===== config.mk =====
export PLATFORM = sky130hd
export DESIGN_NAME = angle_mode_pid_axis
export DESIGN_NICKNAME = d
export VERILOG_FILES = /design/src/hdl/ampid_pkg.sv /design/src/hdl/angle_mode_pid_axis.sv /design/src/hdl/ampid_seq.sv /design/src/hdl/ampid_dp.sv
export VERILOG_INCLUDE_DIRS = /design/src /design/src/hdl
export SDC_FILE = /design/constraint.sdc
export NUM_CORES = 2
export LEC_CHECK = 0
export BUFFER_PORTS_ARGS = -buffer_cell sky130_fd_sc_hd__buf_2
export CORE_AREA = 2 2 256 258
export DETAILED_ROUTE_END_ITERATION = 10
export DIE_AREA = 0 0 258 260
export GPL_ROUTABILITY_DRIVEN = 0
export PLACE_DENSITY_LB_ADDON = 0.12
export SLEW_MARGIN = 20
export SYNTH_ARGS = -nofsm -noshare
export SYNTH_HDL_FRONTEND = slang
export SYNTH_SLANG_ARGS = --single-unit

===== constraint.sdc =====
create_clock -name clock -period 18.2 [get_ports clock]
set_input_delay 3.64 -clock clock [delete_from_list [all_inputs] [get_ports clock]]
set_output_delay 3.64 -clock clock [all_outputs]
set_load 0.1 [all_outputs]

===== src/hdl/angle_mode_pid_axis_defines.svh =====
// ----------------------------------------------------------------------------
// Assertion macros for the angle mode PID axis.
// The checks compile away when SYNTH is defined.
// ----------------------------------------------------------------------------
`ifndef ANGLE_MODE_PID_AXIS_DEFINES_SVH
`define ANGLE_MODE_PID_AXIS_DEFINES_SVH
`ifndef SYNTH
`define AMP_ASSERT(label, clk, rst, prop) \
   label: assert property (@(posedge clk) disable iff (rst) prop) \
      else $error("angle_mode_pid_axis: assertion failed");
`define AMP_ASSERT_IMPL(label, clk, rst, ante, cons) \
   `AMP_ASSERT(label, clk, rst, (ante) |-> (cons))
`define AMP_ASSERT_NEXT(label, clk, rst, ante, cons) \
   `AMP_ASSERT(label, clk, rst, (ante) |=> (cons))
`else
`define AMP_ASSERT(label, clk, rst, prop)
`define AMP_ASSERT_IMPL(label, clk, rst, ante, cons)
`define AMP_ASSERT_NEXT(label, clk, rst, ante, cons)
`endif
`endif


===== src/hdl/ampid_pkg.sv =====
// ----------------------------------------------------------------------------
// ampid_pkg
// Types, widths, register indexes and the microcode program of the PID axis.
// ----------------------------------------------------------------------------
`timescale 1ns / 1ps

package ampid_pkg;

   // Configuration port.
   localparam int CSR_IDX_W  = 3;
   localparam int CSR_DATA_W = 23;

   localparam logic [CSR_IDX_W-1:0] REG_STICK_SCALE  = 3'd0;
   localparam logic [CSR_IDX_W-1:0] REG_STICK_CENTER = 3'd1;
   localparam logic [CSR_IDX_W-1:0] REG_KP           = 3'd2;
   localparam logic [CSR_IDX_W-1:0] REG_KI           = 3'd3;
   localparam logic [CSR_IDX_W-1:0] REG_KD           = 3'd4;
   localparam logic [CSR_IDX_W-1:0] REG_MAX_I        = 3'd5;
   localparam logic [CSR_IDX_W-1:0] REG_GAIN_FLOOR   = 3'd6;

   // Datapath widths.
   localparam int FLD_W   = 16;   // stick, rate, gain and coefficient width
   localparam int MAXI_W  = 23;
   localparam int OFFS_W  = 17;
   localparam int TGT_W   = 20;
   localparam int ERR_W   = 21;
   localparam int DIF_W   = 22;
   localparam int INTEG_W = 24;
   localparam int ACC_W   = 42;
   localparam int MA_W    = 34;
   localparam int MB_W    = 17;
   localparam int PROD_W  = MA_W + MB_W;
   localparam int CORR_W  = 32;
   localparam int FRAC_SHIFT  = 12;  // Q4.12 stick scale
   localparam int GAIN_SHIFT  = 8;   // Q8.8 coefficients and gain

   // Sequencer.
   localparam int STEP_W = 4;
   typedef logic [STEP_W-1:0] step_type;
   localparam step_type STEP_IDLE = 4'd0;

   typedef enum logic [2:0] {
      MA_OFFS,
      MA_ERR,
      MA_INTEG,
      MA_DIF,
      MA_ACC
   } mul_a_type;

   typedef enum logic [2:0] {
      MB_SCALE,
      MB_KP,
      MB_KI,
      MB_KD,
      MB_GAIN
   } mul_b_type;

   typedef enum logic [1:0] {
      ACC_HOLD,
      ACC_LOAD,
      ACC_ADD
   } acc_op_type;

   typedef enum logic [1:0] {
      COND_NONE,
      COND_NO_ITEM,
      COND_OUT_BUSY
   } cond_type;

   typedef struct packed {
      logic       take_in;
      mul_a_type  mul_a;
      mul_b_type  mul_b;
      logic       ld_prod;
      logic       ld_err;
      logic       upd_state;
      acc_op_type acc_op;
      logic       ld_out;
   } ctl_type;

   typedef struct packed {
      cond_type cond;
      step_type target;
      logic     last;
      ctl_type  ctl;
   } ucode_type;

   localparam ctl_type CTL_NOP = '{
      take_in:   1'b0,
      mul_a:     MA_OFFS,
      mul_b:     MB_SCALE,
      ld_prod:   1'b0,
      ld_err:    1'b0,
      upd_state: 1'b0,
      acc_op:    ACC_HOLD,
      ld_out:    1'b0
   };

   // The control program. Step 0 waits for an enabled item; the last step
   // holds until the result register is free and then returns to step 0.
   function automatic ucode_type ucode_rom(input step_type step);
      ucode_type w;
      w = '{cond: COND_NONE, target: STEP_IDLE, last: 1'b0, ctl: CTL_NOP};
      case (step)
         4'd0: begin
            w.cond        = COND_NO_ITEM;
            w.target      = STEP_IDLE;
            w.ctl.take_in = 1'b1;
         end
         4'd1: begin
            w.ctl.mul_a   = MA_OFFS;
            w.ctl.mul_b   = MB_SCALE;
            w.ctl.ld_prod = 1'b1;
         end
         4'd2: begin
            w.ctl.ld_err = 1'b1;
         end
         4'd3: begin
            w.ctl.upd_state = 1'b1;
            w.ctl.mul_a     = MA_ERR;
            w.ctl.mul_b     = MB_KP;
            w.ctl.ld_prod   = 1'b1;
         end
         4'd4: begin
            w.ctl.acc_op  = ACC_LOAD;
            w.ctl.mul_a   = MA_INTEG;
            w.ctl.mul_b   = MB_KI;
            w.ctl.ld_prod = 1'b1;
         end
         4'd5: begin
            w.ctl.acc_op  = ACC_ADD;
            w.ctl.mul_a   = MA_DIF;
            w.ctl.mul_b   = MB_KD;
            w.ctl.ld_prod = 1'b1;
         end
         4'd6: begin
            w.ctl.acc_op = ACC_ADD;
         end
         4'd7: begin
            w.ctl.mul_a   = MA_ACC;
            w.ctl.mul_b   = MB_GAIN;
            w.ctl.ld_prod = 1'b1;
         end
         4'd8: begin
            w.cond       = COND_OUT_BUSY;
            w.target     = 4'd8;
            w.last       = 1'b1;
            w.ctl.ld_out = 1'b1;
         end
         default: begin
            w.last = 1'b1;
         end
      endcase
      return w;
   endfunction

endpackage


===== src/hdl/angle_mode_pid_axis.sv =====
// ----------------------------------------------------------------------------
// angle_mode_pid_axis: one axis of a stick-driven PID rate stabilizer.
// An enabled item runs the whole microcode program before rsp_tvalid shows it;
// a new item is taken only back at step 0, and a disabled item is dropped there.
// Reset (synchronous): configuration registers, last error and integrator clear to zero.
// ----------------------------------------------------------------------------
`timescale 1ns / 1ps
`include "angle_mode_pid_axis_defines.svh"

// The axis is run by a short microcode program. A step counter fetches one
// control word per cycle from a constant table; the word selects the operands
// of a single shared 34 x 17 signed multiplier and the registers that load.
// The nine steps are: wait for an item, stick offset times scale, target and
// error, state update with the proportional product, then the integral and
// derivative products summed in an accumulator, the gain product, and the
// saturated result load. The single multiplier sets the cycle count.
//
// A disabled item (tuser low) is accepted and dropped with no change to the loop state.
// The result sits in an output register, so the last step only stalls when
// an earlier result is still waiting for its transfer.

module angle_mode_pid_axis (
   input  logic        clock,
   input  logic        reset,

   // Input items. tdata: stick_position [15:0], measured_rate [31:16],
   // loop_gain [47:32]. tuser: axis_enable.
   input  logic        req_tvalid,
   output logic        req_tready,
   input  logic [47:0] req_tdata,
   input  logic [0:0]  req_tuser,

   // Results. tdata: correction [31:0]. tuser: stick_ignored.
   output logic        rsp_tvalid,
   input  logic        rsp_tready,
   output logic [31:0] rsp_tdata,
   output logic [0:0]  rsp_tuser,

   // Register writes: 0 stick_scale, 1 stick_center, 2 kp, 3 ki, 4 kd,
   // 5 max_i, 6 gain floor.
   input  logic                                 csr_we,
   input  logic [ampid_pkg::CSR_IDX_W-1:0]      csr_index,
   input  logic [ampid_pkg::CSR_DATA_W-1:0]     csr_wdata
);

   ampid_pkg::ctl_type                   ctl;
   logic                                 rsp_valid_ff, rsp_valid_in;
   logic                                 out_busy;
   logic                                 start;
   logic signed [ampid_pkg::CORR_W-1:0]  correction;

   // A result register still holding an untaken result blocks the final step.
   assign out_busy = rsp_valid_ff && !rsp_tready;

   // Only an enabled item starts the program; a disabled one is simply taken.
   assign start      = req_tvalid && req_tuser[0];
   assign req_tready = ctl.take_in;

   ampid_seq u_seq (
      .clock    (clock),
      .reset    (reset),
      .start    (start),
      .out_busy (out_busy),
      .ctl      (ctl)
   );

   ampid_dp u_dp (
      .clock          (clock),
      .reset          (reset),
      .csr_we         (csr_we),
      .csr_index      (csr_index),
      .csr_wdata      (csr_wdata),
      .load_in        (req_tvalid && ctl.take_in),
      .stick_position (req_tdata[15:0]),
      .measured_rate  (req_tdata[31:16]),
      .loop_gain      (req_tdata[47:32]),
      .ctl            (ctl),
      .correction     (correction)
   );

   // Output valid: set when the result is loaded, cleared by its transfer.
   always_comb begin
      if (ctl.ld_out) begin
         rsp_valid_in = 1'b1;
      end else if (rsp_tready) begin
         rsp_valid_in = 1'b0;
      end else begin
         rsp_valid_in = rsp_valid_ff;
      end
   end

   always_ff @(posedge clock) begin
      if (reset) begin
         rsp_valid_ff <= 1'b0;
      end else begin
         rsp_valid_ff <= rsp_valid_in;
      end
   end

   assign rsp_tvalid = rsp_valid_ff;
   assign rsp_tdata  = correction;
   assign rsp_tuser  = 1'b1;  // the stick is always replaced by the loop output

   // An enabled item keeps the block busy on the following cycle.
   `AMP_ASSERT_NEXT(a_busy_after_start, clock, reset, req_tvalid && req_tready && req_tuser[0], !req_tready)
   // A result is never loaded over one that is still waiting.
   `AMP_ASSERT_IMPL(a_no_overwrite, clock, reset, ctl.ld_out, !(rsp_tvalid && !rsp_tready))
   // A new result appears only through the load step of the program.
   `AMP_ASSERT_IMPL(a_valid_from_load, clock, reset, $rose(rsp_tvalid), $past(ctl.ld_out))
   // The result load and input acceptance never share a step.
   `AMP_ASSERT_IMPL(a_load_not_idle, clock, reset, ctl.ld_out, !req_tready)

endmodule


===== src/hdl/ampid_seq.sv =====
// ----------------------------------------------------------------------------
// ampid_seq
// Step counter and microcode fetch with conditional jumps.
// ----------------------------------------------------------------------------
`timescale 1ns / 1ps

module ampid_seq (
   input  logic               clock,
   input  logic               reset,
   input  logic               start,
   input  logic               out_busy,
   output ampid_pkg::ctl_type ctl
);

   ampid_pkg::step_type  step_ff;
   ampid_pkg::step_type  step_in;
   ampid_pkg::ucode_type word;
   logic                 cond_met;

   assign word = ampid_pkg::ucode_rom(step_ff);

   // Next step.
   always_comb begin
      case (word.cond)
         ampid_pkg::COND_NO_ITEM:  cond_met = !start;
         ampid_pkg::COND_OUT_BUSY: cond_met = out_busy;
         default:                  cond_met = 1'b0;
      endcase
      if (cond_met) begin
         step_in = word.target;
      end else if (word.last) begin
         step_in = ampid_pkg::STEP_IDLE;
      end else begin
         step_in = step_ff + ampid_pkg::STEP_W'(1);
      end
   end

   // Control outputs; the result load waits for a free result register.
   always_comb begin
      ctl        = word.ctl;
      ctl.ld_out = word.ctl.ld_out && !out_busy;
   end

   always_ff @(posedge clock) begin
      if (reset) begin
         step_ff <= ampid_pkg::STEP_IDLE;
      end else begin
         step_ff <= step_in;
      end
   end

endmodule


===== src/hdl/ampid_dp.sv =====
// ----------------------------------------------------------------------------
// ampid_dp
// Configuration registers, axis state and the shared multiply-accumulate path.
// ----------------------------------------------------------------------------
`timescale 1ns / 1ps

module ampid_dp (
   input  logic                                  clock,
   input  logic                                  reset,
   input  logic                                  csr_we,
   input  logic [ampid_pkg::CSR_IDX_W-1:0]       csr_index,
   input  logic [ampid_pkg::CSR_DATA_W-1:0]      csr_wdata,
   input  logic                                  load_in,
   input  logic [ampid_pkg::FLD_W-1:0]           stick_position,
   input  logic signed [ampid_pkg::FLD_W-1:0]    measured_rate,
   input  logic [ampid_pkg::FLD_W-1:0]           loop_gain,
   input  ampid_pkg::ctl_type                    ctl,
   output logic signed [ampid_pkg::CORR_W-1:0]   correction
);

   localparam int ISUM_W = ampid_pkg::INTEG_W + 1;
   localparam int OUTQ_W = ampid_pkg::PROD_W - ampid_pkg::GAIN_SHIFT;

   // Signed 32-bit limits, widened to the shifted product.
   localparam logic signed [OUTQ_W-1:0] OUTQ_MAX =
      {{(OUTQ_W - ampid_pkg::CORR_W + 1){1'b0}}, {(ampid_pkg::CORR_W-1){1'b1}}};
   localparam logic signed [OUTQ_W-1:0] OUTQ_MIN =
      {{(OUTQ_W - ampid_pkg::CORR_W + 1){1'b1}}, {(ampid_pkg::CORR_W-1){1'b0}}};

   // Configuration registers.
   logic signed [ampid_pkg::FLD_W-1:0]   scale_ff;
   logic [ampid_pkg::FLD_W-1:0]          center_ff;
   logic [ampid_pkg::FLD_W-1:0]          kp_ff;
   logic [ampid_pkg::FLD_W-1:0]          ki_ff;
   logic [ampid_pkg::FLD_W-1:0]          kd_ff;
   logic [ampid_pkg::MAXI_W-1:0]         max_i_ff;
   logic [ampid_pkg::FLD_W-1:0]          gain_floor_ff;

   // Captured item.
   logic [ampid_pkg::FLD_W-1:0]          stick_ff;
   logic signed [ampid_pkg::FLD_W-1:0]   rate_ff;
   logic [ampid_pkg::FLD_W-1:0]          gain_ff;

   // Axis state and working registers.
   logic signed [ampid_pkg::ERR_W-1:0]   last_err_ff, last_err_in;
   logic signed [ampid_pkg::INTEG_W-1:0] integ_ff, integ_in;
   logic signed [ampid_pkg::ERR_W-1:0]   err_ff, err_in;
   logic signed [ampid_pkg::DIF_W-1:0]   dif_ff, dif_in;
   logic signed [ampid_pkg::PROD_W-1:0]  prod_ff, prod_in;
   logic signed [ampid_pkg::ACC_W-1:0]   acc_ff, acc_in;
   logic signed [ampid_pkg::CORR_W-1:0]  corr_ff, corr_in;

   logic signed [ampid_pkg::OFFS_W-1:0]  offs;
   logic signed [ampid_pkg::MA_W-1:0]    mul_a_v;
   logic signed [ampid_pkg::MB_W-1:0]    mul_b_v;
   logic [ampid_pkg::FLD_W-1:0]          gain_sel;
   logic signed [ampid_pkg::ERR_W-1:0]   tgt_raw;
   logic signed [ampid_pkg::TGT_W-1:0]   tgt;
   logic signed [ISUM_W-1:0]             isum;
   logic signed [ISUM_W-1:0]             lim;
   logic signed [ISUM_W-1:0]             isum_clamped;
   logic signed [OUTQ_W-1:0]             outq;

   // Configuration writes; indexes beyond the list are ignored.
   always_ff @(posedge clock) begin
      if (reset) begin
         scale_ff      <= '0;
         center_ff     <= '0;
         kp_ff         <= '0;
         ki_ff         <= '0;
         kd_ff         <= '0;
         max_i_ff      <= '0;
         gain_floor_ff <= '0;
      end else if (csr_we) begin
         case (csr_index)
            ampid_pkg::REG_STICK_SCALE:  scale_ff      <= csr_wdata[ampid_pkg::FLD_W-1:0];
            ampid_pkg::REG_STICK_CENTER: center_ff     <= csr_wdata[ampid_pkg::FLD_W-1:0];
            ampid_pkg::REG_KP:           kp_ff         <= csr_wdata[ampid_pkg::FLD_W-1:0];
            ampid_pkg::REG_KI:           ki_ff         <= csr_wdata[ampid_pkg::FLD_W-1:0];
            ampid_pkg::REG_KD:           kd_ff         <= csr_wdata[ampid_pkg::FLD_W-1:0];
            ampid_pkg::REG_MAX_I:        max_i_ff      <= csr_wdata[ampid_pkg::MAXI_W-1:0];
            ampid_pkg::REG_GAIN_FLOOR:   gain_floor_ff <= csr_wdata[ampid_pkg::FLD_W-1:0];
            default: ;
         endcase
      end
   end

   assign offs     = $signed({1'b0, stick_ff}) - $signed({1'b0, center_ff});
   assign gain_sel = (gain_ff < gain_floor_ff) ? gain_floor_ff : gain_ff;

   // Operand selection for the shared multiplier.
   always_comb begin
      case (ctl.mul_a)
         ampid_pkg::MA_OFFS:  mul_a_v = ampid_pkg::MA_W'(offs);
         ampid_pkg::MA_ERR:   mul_a_v = ampid_pkg::MA_W'(err_ff);
         ampid_pkg::MA_INTEG: mul_a_v = ampid_pkg::MA_W'(integ_ff);
         ampid_pkg::MA_DIF:   mul_a_v = ampid_pkg::MA_W'(dif_ff);
         ampid_pkg::MA_ACC:   mul_a_v = acc_ff[ampid_pkg::ACC_W-1:ampid_pkg::GAIN_SHIFT];
         default:             mul_a_v = '0;
      endcase
      case (ctl.mul_b)
         ampid_pkg::MB_SCALE: mul_b_v = ampid_pkg::MB_W'(scale_ff);
         ampid_pkg::MB_KP:    mul_b_v = $signed({1'b0, kp_ff});
         ampid_pkg::MB_KI:    mul_b_v = $signed({1'b0, ki_ff});
         ampid_pkg::MB_KD:    mul_b_v = $signed({1'b0, kd_ff});
         ampid_pkg::MB_GAIN:  mul_b_v = $signed({1'b0, gain_sel});
         default:             mul_b_v = '0;
      endcase
   end

   assign prod_in = mul_a_v * mul_b_v;

   // Target rate: Q4.12 product shifted down, saturated to 20 bits.
   assign tgt_raw = prod_ff[ampid_pkg::FRAC_SHIFT + ampid_pkg::ERR_W - 1:ampid_pkg::FRAC_SHIFT];

   always_comb begin
      if (tgt_raw[ampid_pkg::ERR_W-1] != tgt_raw[ampid_pkg::TGT_W-1]) begin
         tgt = tgt_raw[ampid_pkg::ERR_W-1] ?
               {1'b1, {(ampid_pkg::TGT_W-1){1'b0}}} :
               {1'b0, {(ampid_pkg::TGT_W-1){1'b1}}};
      end else begin
         tgt = tgt_raw[ampid_pkg::TGT_W-1:0];
      end
   end

   assign err_in      = ampid_pkg::ERR_W'(tgt) - ampid_pkg::ERR_W'(rate_ff);
   assign dif_in      = ampid_pkg::DIF_W'(err_ff) - ampid_pkg::DIF_W'(last_err_ff);
   assign last_err_in = err_ff;

   // Integrator with symmetric clamp.
   assign isum = ISUM_W'(integ_ff) + ISUM_W'(err_ff);
   assign lim  = $signed({{(ISUM_W - ampid_pkg::MAXI_W){1'b0}}, max_i_ff});

   always_comb begin
      if (isum > lim) begin
         isum_clamped = lim;
      end else if (isum < -lim) begin
         isum_clamped = -lim;
      end else begin
         isum_clamped = isum;
      end
   end

   assign integ_in = isum_clamped[ampid_pkg::INTEG_W-1:0];

   always_comb begin
      case (ctl.acc_op)
         ampid_pkg::ACC_LOAD: acc_in = prod_ff[ampid_pkg::ACC_W-1:0];
         ampid_pkg::ACC_ADD:  acc_in = acc_ff + prod_ff[ampid_pkg::ACC_W-1:0];
         default:             acc_in = acc_ff;
      endcase
   end

   // Final shift by the gain fraction and saturation to 32 bits.
   assign outq = prod_ff[ampid_pkg::PROD_W-1:ampid_pkg::GAIN_SHIFT];

   always_comb begin
      if (outq > OUTQ_MAX) begin
         corr_in = {1'b0, {(ampid_pkg::CORR_W-1){1'b1}}};
      end else if (outq < OUTQ_MIN) begin
         corr_in = {1'b1, {(ampid_pkg::CORR_W-1){1'b0}}};
      end else begin
         corr_in = outq[ampid_pkg::CORR_W-1:0];
      end
   end

   always_ff @(posedge clock) begin
      if (reset) begin
         last_err_ff <= '0;
         integ_ff    <= '0;
      end else if (ctl.upd_state) begin
         last_err_ff <= last_err_in;
         integ_ff    <= integ_in;
      end
   end

   always_ff @(posedge clock) begin
      if (load_in) begin
         stick_ff <= stick_position;
         rate_ff  <= measured_rate;
         gain_ff  <= loop_gain;
      end
      if (ctl.ld_prod) begin
         prod_ff <= prod_in;
      end
      if (ctl.ld_err) begin
         err_ff <= err_in;
      end
      if (ctl.upd_state) begin
         dif_ff <= dif_in;
      end
      acc_ff <= acc_in;
      if (ctl.ld_out) begin
         corr_ff <= corr_in;
      end
   end

   assign correction = corr_ff;

endmodule


### Yosys cells after proc, flatten, opt, wreduce, memory -nomap -nowiden

Index checks and enable logic that the tools add are counted.

* output and inout bits: 35
* memory bits (writable): 0
* word-level logic and storage cells: 102
* input port bits: 80
* register bits after elaboration: 385
* bits in latches: 0
* bits in read-only memories: 0
* memories kept: 0

* mux-type cells: 21
* eq/ne operators: 27
* shift-type cells: 0
* divide/modulo/power cells: 0
* add/sub/neg operators: 7
* $lt $le $gt $ge: 5
* bitwise operators: 0
* reduce and logical (&&, ||, !) cells: 22
* multiply operators: 1

Operator list (number)
* one-hot mux 34 bit (5 select lines): 1
* one-hot mux 17 bit (5 select lines): 1
* one-hot mux 42 bit (2 select lines): 1
* multiplier 34 x 17 -> 51 bit: 1
* two-way mux 24 bit: 2
* greater-than comparator 43 x 32 -> 1 bit, second input constant: 1
* < comparator 43 x 32 -> 1 bit, second input constant: 1
* adder 42 bit: 1
* two-way mux 20 bit: 2
* one-hot mux 7 bit (5 select lines): 1
* two-way mux 32 bit: 1
* adder 24 x 21 -> 25 bit: 1
* greater-than comparator 25 x 24 -> 1 bit: 1
* < comparator 25 bit: 1
* negation 23 -> 25 bit: 1
* subtractor 21 x 21 -> 22 bit: 1
* subtractor 20 x 16 -> 21 bit: 1
* equality test 3 x 2 -> 1 bit, second input constant: 6
* subtractor 16 x 16 -> 17 bit: 1
* equality test 4 x 3 -> 1 bit, second input constant: 4
* < comparator 16 bit: 1
* two-way mux 16 bit: 1
* equality test 3 bit, second input constant: 5
* AND reduction 2 bit: 7
* other kinds (20): 39

### Longest topological paths before layout

* depth after elaboration: 5
* gate-level depth with buffers: 37
* mapped depth without buffers: 36

### Cells and area by module

A second synthesis with hierarchy kept.

* cell total of the unflattened synthesis: 4704
* area total of the unflattened synthesis: 43042.5 µm²

By module, submodules not included
* ampid_dp: cells each 4653, area an instance 42588.3 µm², seq. area each 9769.4 µm², times used 1
* ampid_seq: cells each 44, area an instance 386.6 µm², seq. area each 80.1 µm², times used 1
* angle_mode_pid_axis: cells each 7, area an instance 67.6 µm², seq. area each 20.0 µm², times used 1

### Least setup slack after synthesis

Ideal clock, no wire load.

* kind: reg2reg
* start point: reg u_dp.stick_ff[0] (netlist name)
* end point: reg u_dp.prod_ff[44] (netlist name), data pin
* required time: 17.941 ns
* setup slack: 9.675 ns
* cell stages (with the launch flop): 38
* library setup time: 0.259 ns
* data arrival time: 8.266 ns
* clock period less this slack: 8.525 ns
* buffers on the path: 3
* cell sequence: edfxtp_1 > inv_1 > ha_1 > fa_1 > nor2b_1 > o21ai_1 > a21boi_1 > o21ai_1 > a21boi_1 > o21ai_1 > a31o_2 > o21ai_1 > buf_2 > and4_1 > clkbuf_1 > nor2_1 > fa_1 > inv_1 > [2 not listed] > inv_1 > fa_1 > fa_1 > inv_1 > fa_1 > inv_1 > ha_1 > clkbuf_1 > a21o_1 > a21o_1 > a21oi_1 > nor3b_1 > o311ai_1 > nand2_1 > a21oi_1 > a22o_1 > a41o_1 > xor2_1

* cells in the longest elaborated chain, start to end: 3

RTL lines
* start, declared: line ampid_dp.sv:40 `logic [ampid_pkg::FLD_W-1:0] stick_ff;`
* start signal, assigned: line ampid_dp.sv:179 `stick_ff <= stick_position;`
* subtractor 16 x 16 -> 17 bit: line ampid_dp.sv:88 `assign offs = $signed({1'b0, stick_ff}) - $signed({1'b0, center_ff});`
* one-hot mux 34 bit (5 select lines): line ampid_dp.sv:93 `case (ctl.mul_a)`
* multiplier 34 x 17 -> 51 bit: line ampid_dp.sv:111 `assign prod_in = mul_a_v * mul_b_v;`
* net u_dp.prod_in, one bit: line ampid_dp.sv:49 `logic signed [ampid_pkg::PROD_W-1:0] prod_ff, prod_in;`
* end signal, assigned: line ampid_dp.sv:184 `prod_ff <= prod_in;`
* end, declared: line ampid_dp.sv:49

The timed path passes the listed nets, and every way through them passes these cells.
A chain may end at the register's enable or synchronous reset.

### Worst setup path in the final report

* start point: reg u_seq.step_ff[0]
* end point: reg u_dp.prod_ff[45] (netlist name), data pin

* cells in the longest elaborated chain, start to end: 5
* elaborated cells between the ends (all ways): 19
* those cells by class: mul (1); eq/ne (13); mux (3); reduce/logical (2)

RTL lines
* start, declared: line ampid_seq.sv:15 `ampid_pkg::step_type step_ff;`
* start signal, assigned: line ampid_seq.sv:46 `step_ff <= ampid_pkg::STEP_IDLE;`
* start signal, assigned: line ampid_seq.sv:48 `step_ff <= step_in;`
* equality test 4 x 3 -> 1 bit (tied with other cells): line ampid_pkg.sv:104 `case (step)`
* one-hot mux 7 bit (5 select lines) (*): line ampid_pkg.sv:104
* equality test 3 bit (tied with other cells): line ampid_dp.sv:93
* one-hot mux 34 bit (5 select lines) or one-hot mux 17 bit (5 select lines) (tied branches): line ampid_dp.sv:93, ampid_dp.sv:101
* multiplier 34 x 17 -> 51 bit (*): line ampid_dp.sv:111
* net u_dp.prod_in, one bit: line ampid_dp.sv:49

The timed path passes the listed nets; every way through them passes the cells marked *.

==> impl_results.md <==
* Outcome: finished clean
* Vias per cell at 6.13
* Max VDD drop at 0.0000910 V
* PnR worst setup slack at 8.34 ns
* Worst path bufs/invs at 5
* Dpl cell area at 0.0441 mm^2
* Die Y at 260 um
* Total Wirelength at 121 mm
* Switch share at 43.8%
* Adder-cell share of the synthesized area at 35.3%
* Port buffer count at 113
* Setup TNS Final at 0 ns
* Worst setup EP type: flip-flop
* Core box area at 0.0641 mm^2
* Hold_ws at 0.455 ns
* CTS tree: built
* Synth Register Bits at 385
* Largest family of logic cells by synthesized area: adder cells
* Fraction of layout cells with a size suffix above 1 at 6.70%
* Slowest stage delay, CP at 0.99 ns
* Crit Path Class: reg2reg
* CP arrival at 10.22 ns
* Routed Antenna Nets at 0
* Comb power frac at 49.5%
* Synth Cell Area at 0.0427 mm^2
* Pwr per Cell Area at 93.4 mW/mm^2
* Final instance area at 0.0455 mm^2
* Cells after Synth at 4,723
* Largest net degree at the start of global routing at 86
* Post-synth net total at 5,673
* Postcts setup bufs at 0
* Worst-path clk slew at 0.07 ns
* Register area share after synthesis at 23.1%
* Minimum clock period at 9.86 ns
* Clock Skew at 0.0360 ns
* Post-DP HPWL at 92.7 mm
* Worst slew pin tran at 1.18 ns
* Util after Layout at 71.0%
* Die width at 258 um
* Critical Path RT at 18.56 ns
* Placed cells at 5,560
* Netlist cell types at 97
* Inserted Clock Buffers at 45
* Final non-filler cell total at 5,644
* NetSw at 1.86 mW
* Syn_area_per_cell at 9.04 um^2
* Critical Path Start Type: flip-flop
* Worst Hold Class: reg2reg
* Clock root buffer: clkbuf_16
* Max Clk Rate at 101 MHz
* Rel. slew slack at 21.6%
* Place WS at 8.69 ns
* Drt first pass iters at 6
* Pleak at 20.9 nW
* Fin. Hold Viols at 0
* Total clock sinks at 385
* # hold bufs at CTS at 0
* Area growth, synth to finish at 6.72%
* Crit share post-route at 54.2%
* Ant diodes at 0
* Vias in the first global route at 35,000
* Vias post-DR at 34,600
* Syn. warnings at 0
* CTS H-tree lvls at 2
* Final setup viols at 0
* Global-route wire length before repair at 191 mm
* 1st-iter DRT viols at 3,430
* Row cnt at 93
* Prevailing post-synth register cell: edfxtp_1
* RSZ-0062 raised after global routing: no
* Post-synthesis xor/xnor area fraction at 3.42%
* Post-cts sizing count at 0
* Final #Nets at 5,702
* Async set or reset register ratio after synthesis at 0%
* # DRC at 0
* I/O pins at 115
* Compound-Gate Fraction of Synth Area at 13.4%
* Max clock buf depth at 3
* Clock network fraction of design power at 21.8%
* Clk_lat worst skew at 0.61 ns
* Critical Path Most Common Cell: fa_1
* Simple-gate area share of the yosys netlist at 15.5%
* # fillers at 5,055
* Max_cap viols at 0
* Mux contribution to synthesized area at 1.06%
* Worst Path Max Fanout at 36
* Cell Int Power at 2.39 mW
* Worst path slowest cell: a221oi_1
* Initial antenna violation count at 1
* Initial Util at 66.6%
* Sequential group share of total power at 28.7%
* Tot Pwr at 4.25 mW
* Congestion Overflow GR at 0
* Slew Limit Fails at 0
* DR WL/cell at 21.4 um
* Post-synth EDFFs at 216
* Top Family by Delay on Critical Path: adder cells
* Total GRT Usage at 36.8%
* Die area at 0.0671 mm^2
[worst reg2reg max path, delay by kind of cell (launching register included)]
family | cells | cell delay [ns]
adder cells (fa/ha/maj) | 8 | 3.83
AND/OR/NAND/NOR | 8 | 2.45
AO/OA/AOI/OAI | 5 | 2.15
buffers and inverters | 5 | 0.66
flip-flops | 1 | 0.41
XOR/XNOR | 1 | 0.11
[worst paths after layout]
path | start | end | slack [ns] | cells past startpoint
max | u_seq.step_ff[0] | u_dp.prod_ff[45] | 8.34 | 27
min | u_dp.center_ff[4] | u_dp.center_ff[4] | 0.46 | 2
max reg2reg | u_seq.step_ff[0] | u_dp.prod_ff[45] | 8.34 | 27
min reg2reg | u_dp.center_ff[4] | u_dp.center_ff[4] | 0.46 | 2
[cells in the mapped netlist (all sizes together) (17+ instances only)]
master | n | area, um^2
buf | 55 | 280
a222oi | 18 | 180
fa | 557 | 11200
nor2 | 451 | 1700
xor2 | 43 | 377
xnor2 | 123 | 1080
nand4 | 36 | 225
a31oi | 24 | 150
o211ai | 18 | 135
clkbuf | 129 | 508
o21ai | 112 | 576
a21o | 127 | 953
nor3 | 51 | 283
o21a | 32 | 240
o21bai | 19 | 143
or2 | 39 | 249
dfxtp | 169 | 3380
a211oi | 44 | 340
nand3 | 63 | 333
inv | 714 | 2680
edfxtp | 216 | 6490
nand2b | 54 | 338
a21oi | 314 | 1580
and3 | 20 | 125
nand2 | 640 | 2400
mux2 | 34 | 383
a21boi | 19 | 143
ha | 313 | 3920
nor2b | 32 | 200
a22o | 17 | 149
and2 | 49 | 307
[kinds of logic (layout without fill, tap and decap cells)]
| group | count (synthesis) | count (layout) |
|---|---|---|
| compound gates | 865 | 865 |
| xor+xnor | 166 | 166 |
| flops | 385 | 385 |
| other cells | 1 | 1 |
| mux | 41 | 41 |
| buf+inv | 898 | 964 |
| fa+ha+maj | 870 | 870 |
| simple gates | 1497 | 1497 |
[metal layers]
| layer | routed length, um | GRT usage [%] |
|---|---|---|
| met5 | 0 | 0 |
| met4 | 6000 | 16.3 |
| met3 | 13200 | 9.55 |
| met2 | 55000 | 59.1 |
| met1 | 46600 | 47.4 |
[area by class of cell]
cell class	count	area [um^2]	share of cell area, %
repair buffers	166	966	2.12
multi-input cells	3440	29500	64.7
well taps	855	1070	2.35
inverters	714	2680	5.89
clock buffers	62	1220	2.68
flip-flops and latches	385	9870	21.7
clock inverters	22	248	0.544
[sequential cells by signal (all words and copies together), names as in the netlist, 21 cells and up]
| register | flops |
|---|---|
| u_dp.last_err_ff | 21 |
| u_dp.correction | 32 |
| u_dp.max_i_ff | 23 |
| u_dp.prod_ff | 51 |
| u_dp.err_ff | 21 |
| u_dp.dif_ff | 22 |
| u_dp.integ_ff | 24 |
| u_dp.acc_ff | 42 |
[power groups by stage]
stage	Clock (mW)	Combinational, mW	Sequential (mW)
3_5_place_dp	0	2.04	1.23
5_1_grt	0.962	2.30	1.23
4_1_cts	0.932	2.05	1.22
6_report	0.926	2.10	1.22
2_1_floorplan	0	1.49	1.17
3_3_place_gp	0	2.00	1.23
[layout by cell type (no fill, tap or decap), types with 17 or more instances in the layout]
master,synthesis,routed
a211oi_1,42,42
a21boi_0,17,17
a21o_1,127,127
a21oi_1,313,313
a222oi_1,18,18
a22o_1,17,17
a31oi_1,24,24
and2_1,49,49
and3_1,20,18
buf_2,38,112
buf_4,3,54
clkbuf_16,0,46
dfxtp_1,169,169
edfxtp_1,216,216
fa_1,557,557
ha_1,313,312
inv_1,713,711
mux2_2,34,34
nand2_1,639,638
nand2b_1,54,54
nand3_1,61,61
nand4_1,36,36
nor2_1,450,446
nor2b_1,32,32
nor3_1,48,47
o211ai_1,18,18
o21a_1,32,32
o21ai_0,97,97
o21bai_1,19,19
or2_1,29,29
xnor2_1,122,122
xor2_1,43,43
Power figures use the tool's default switching activity.
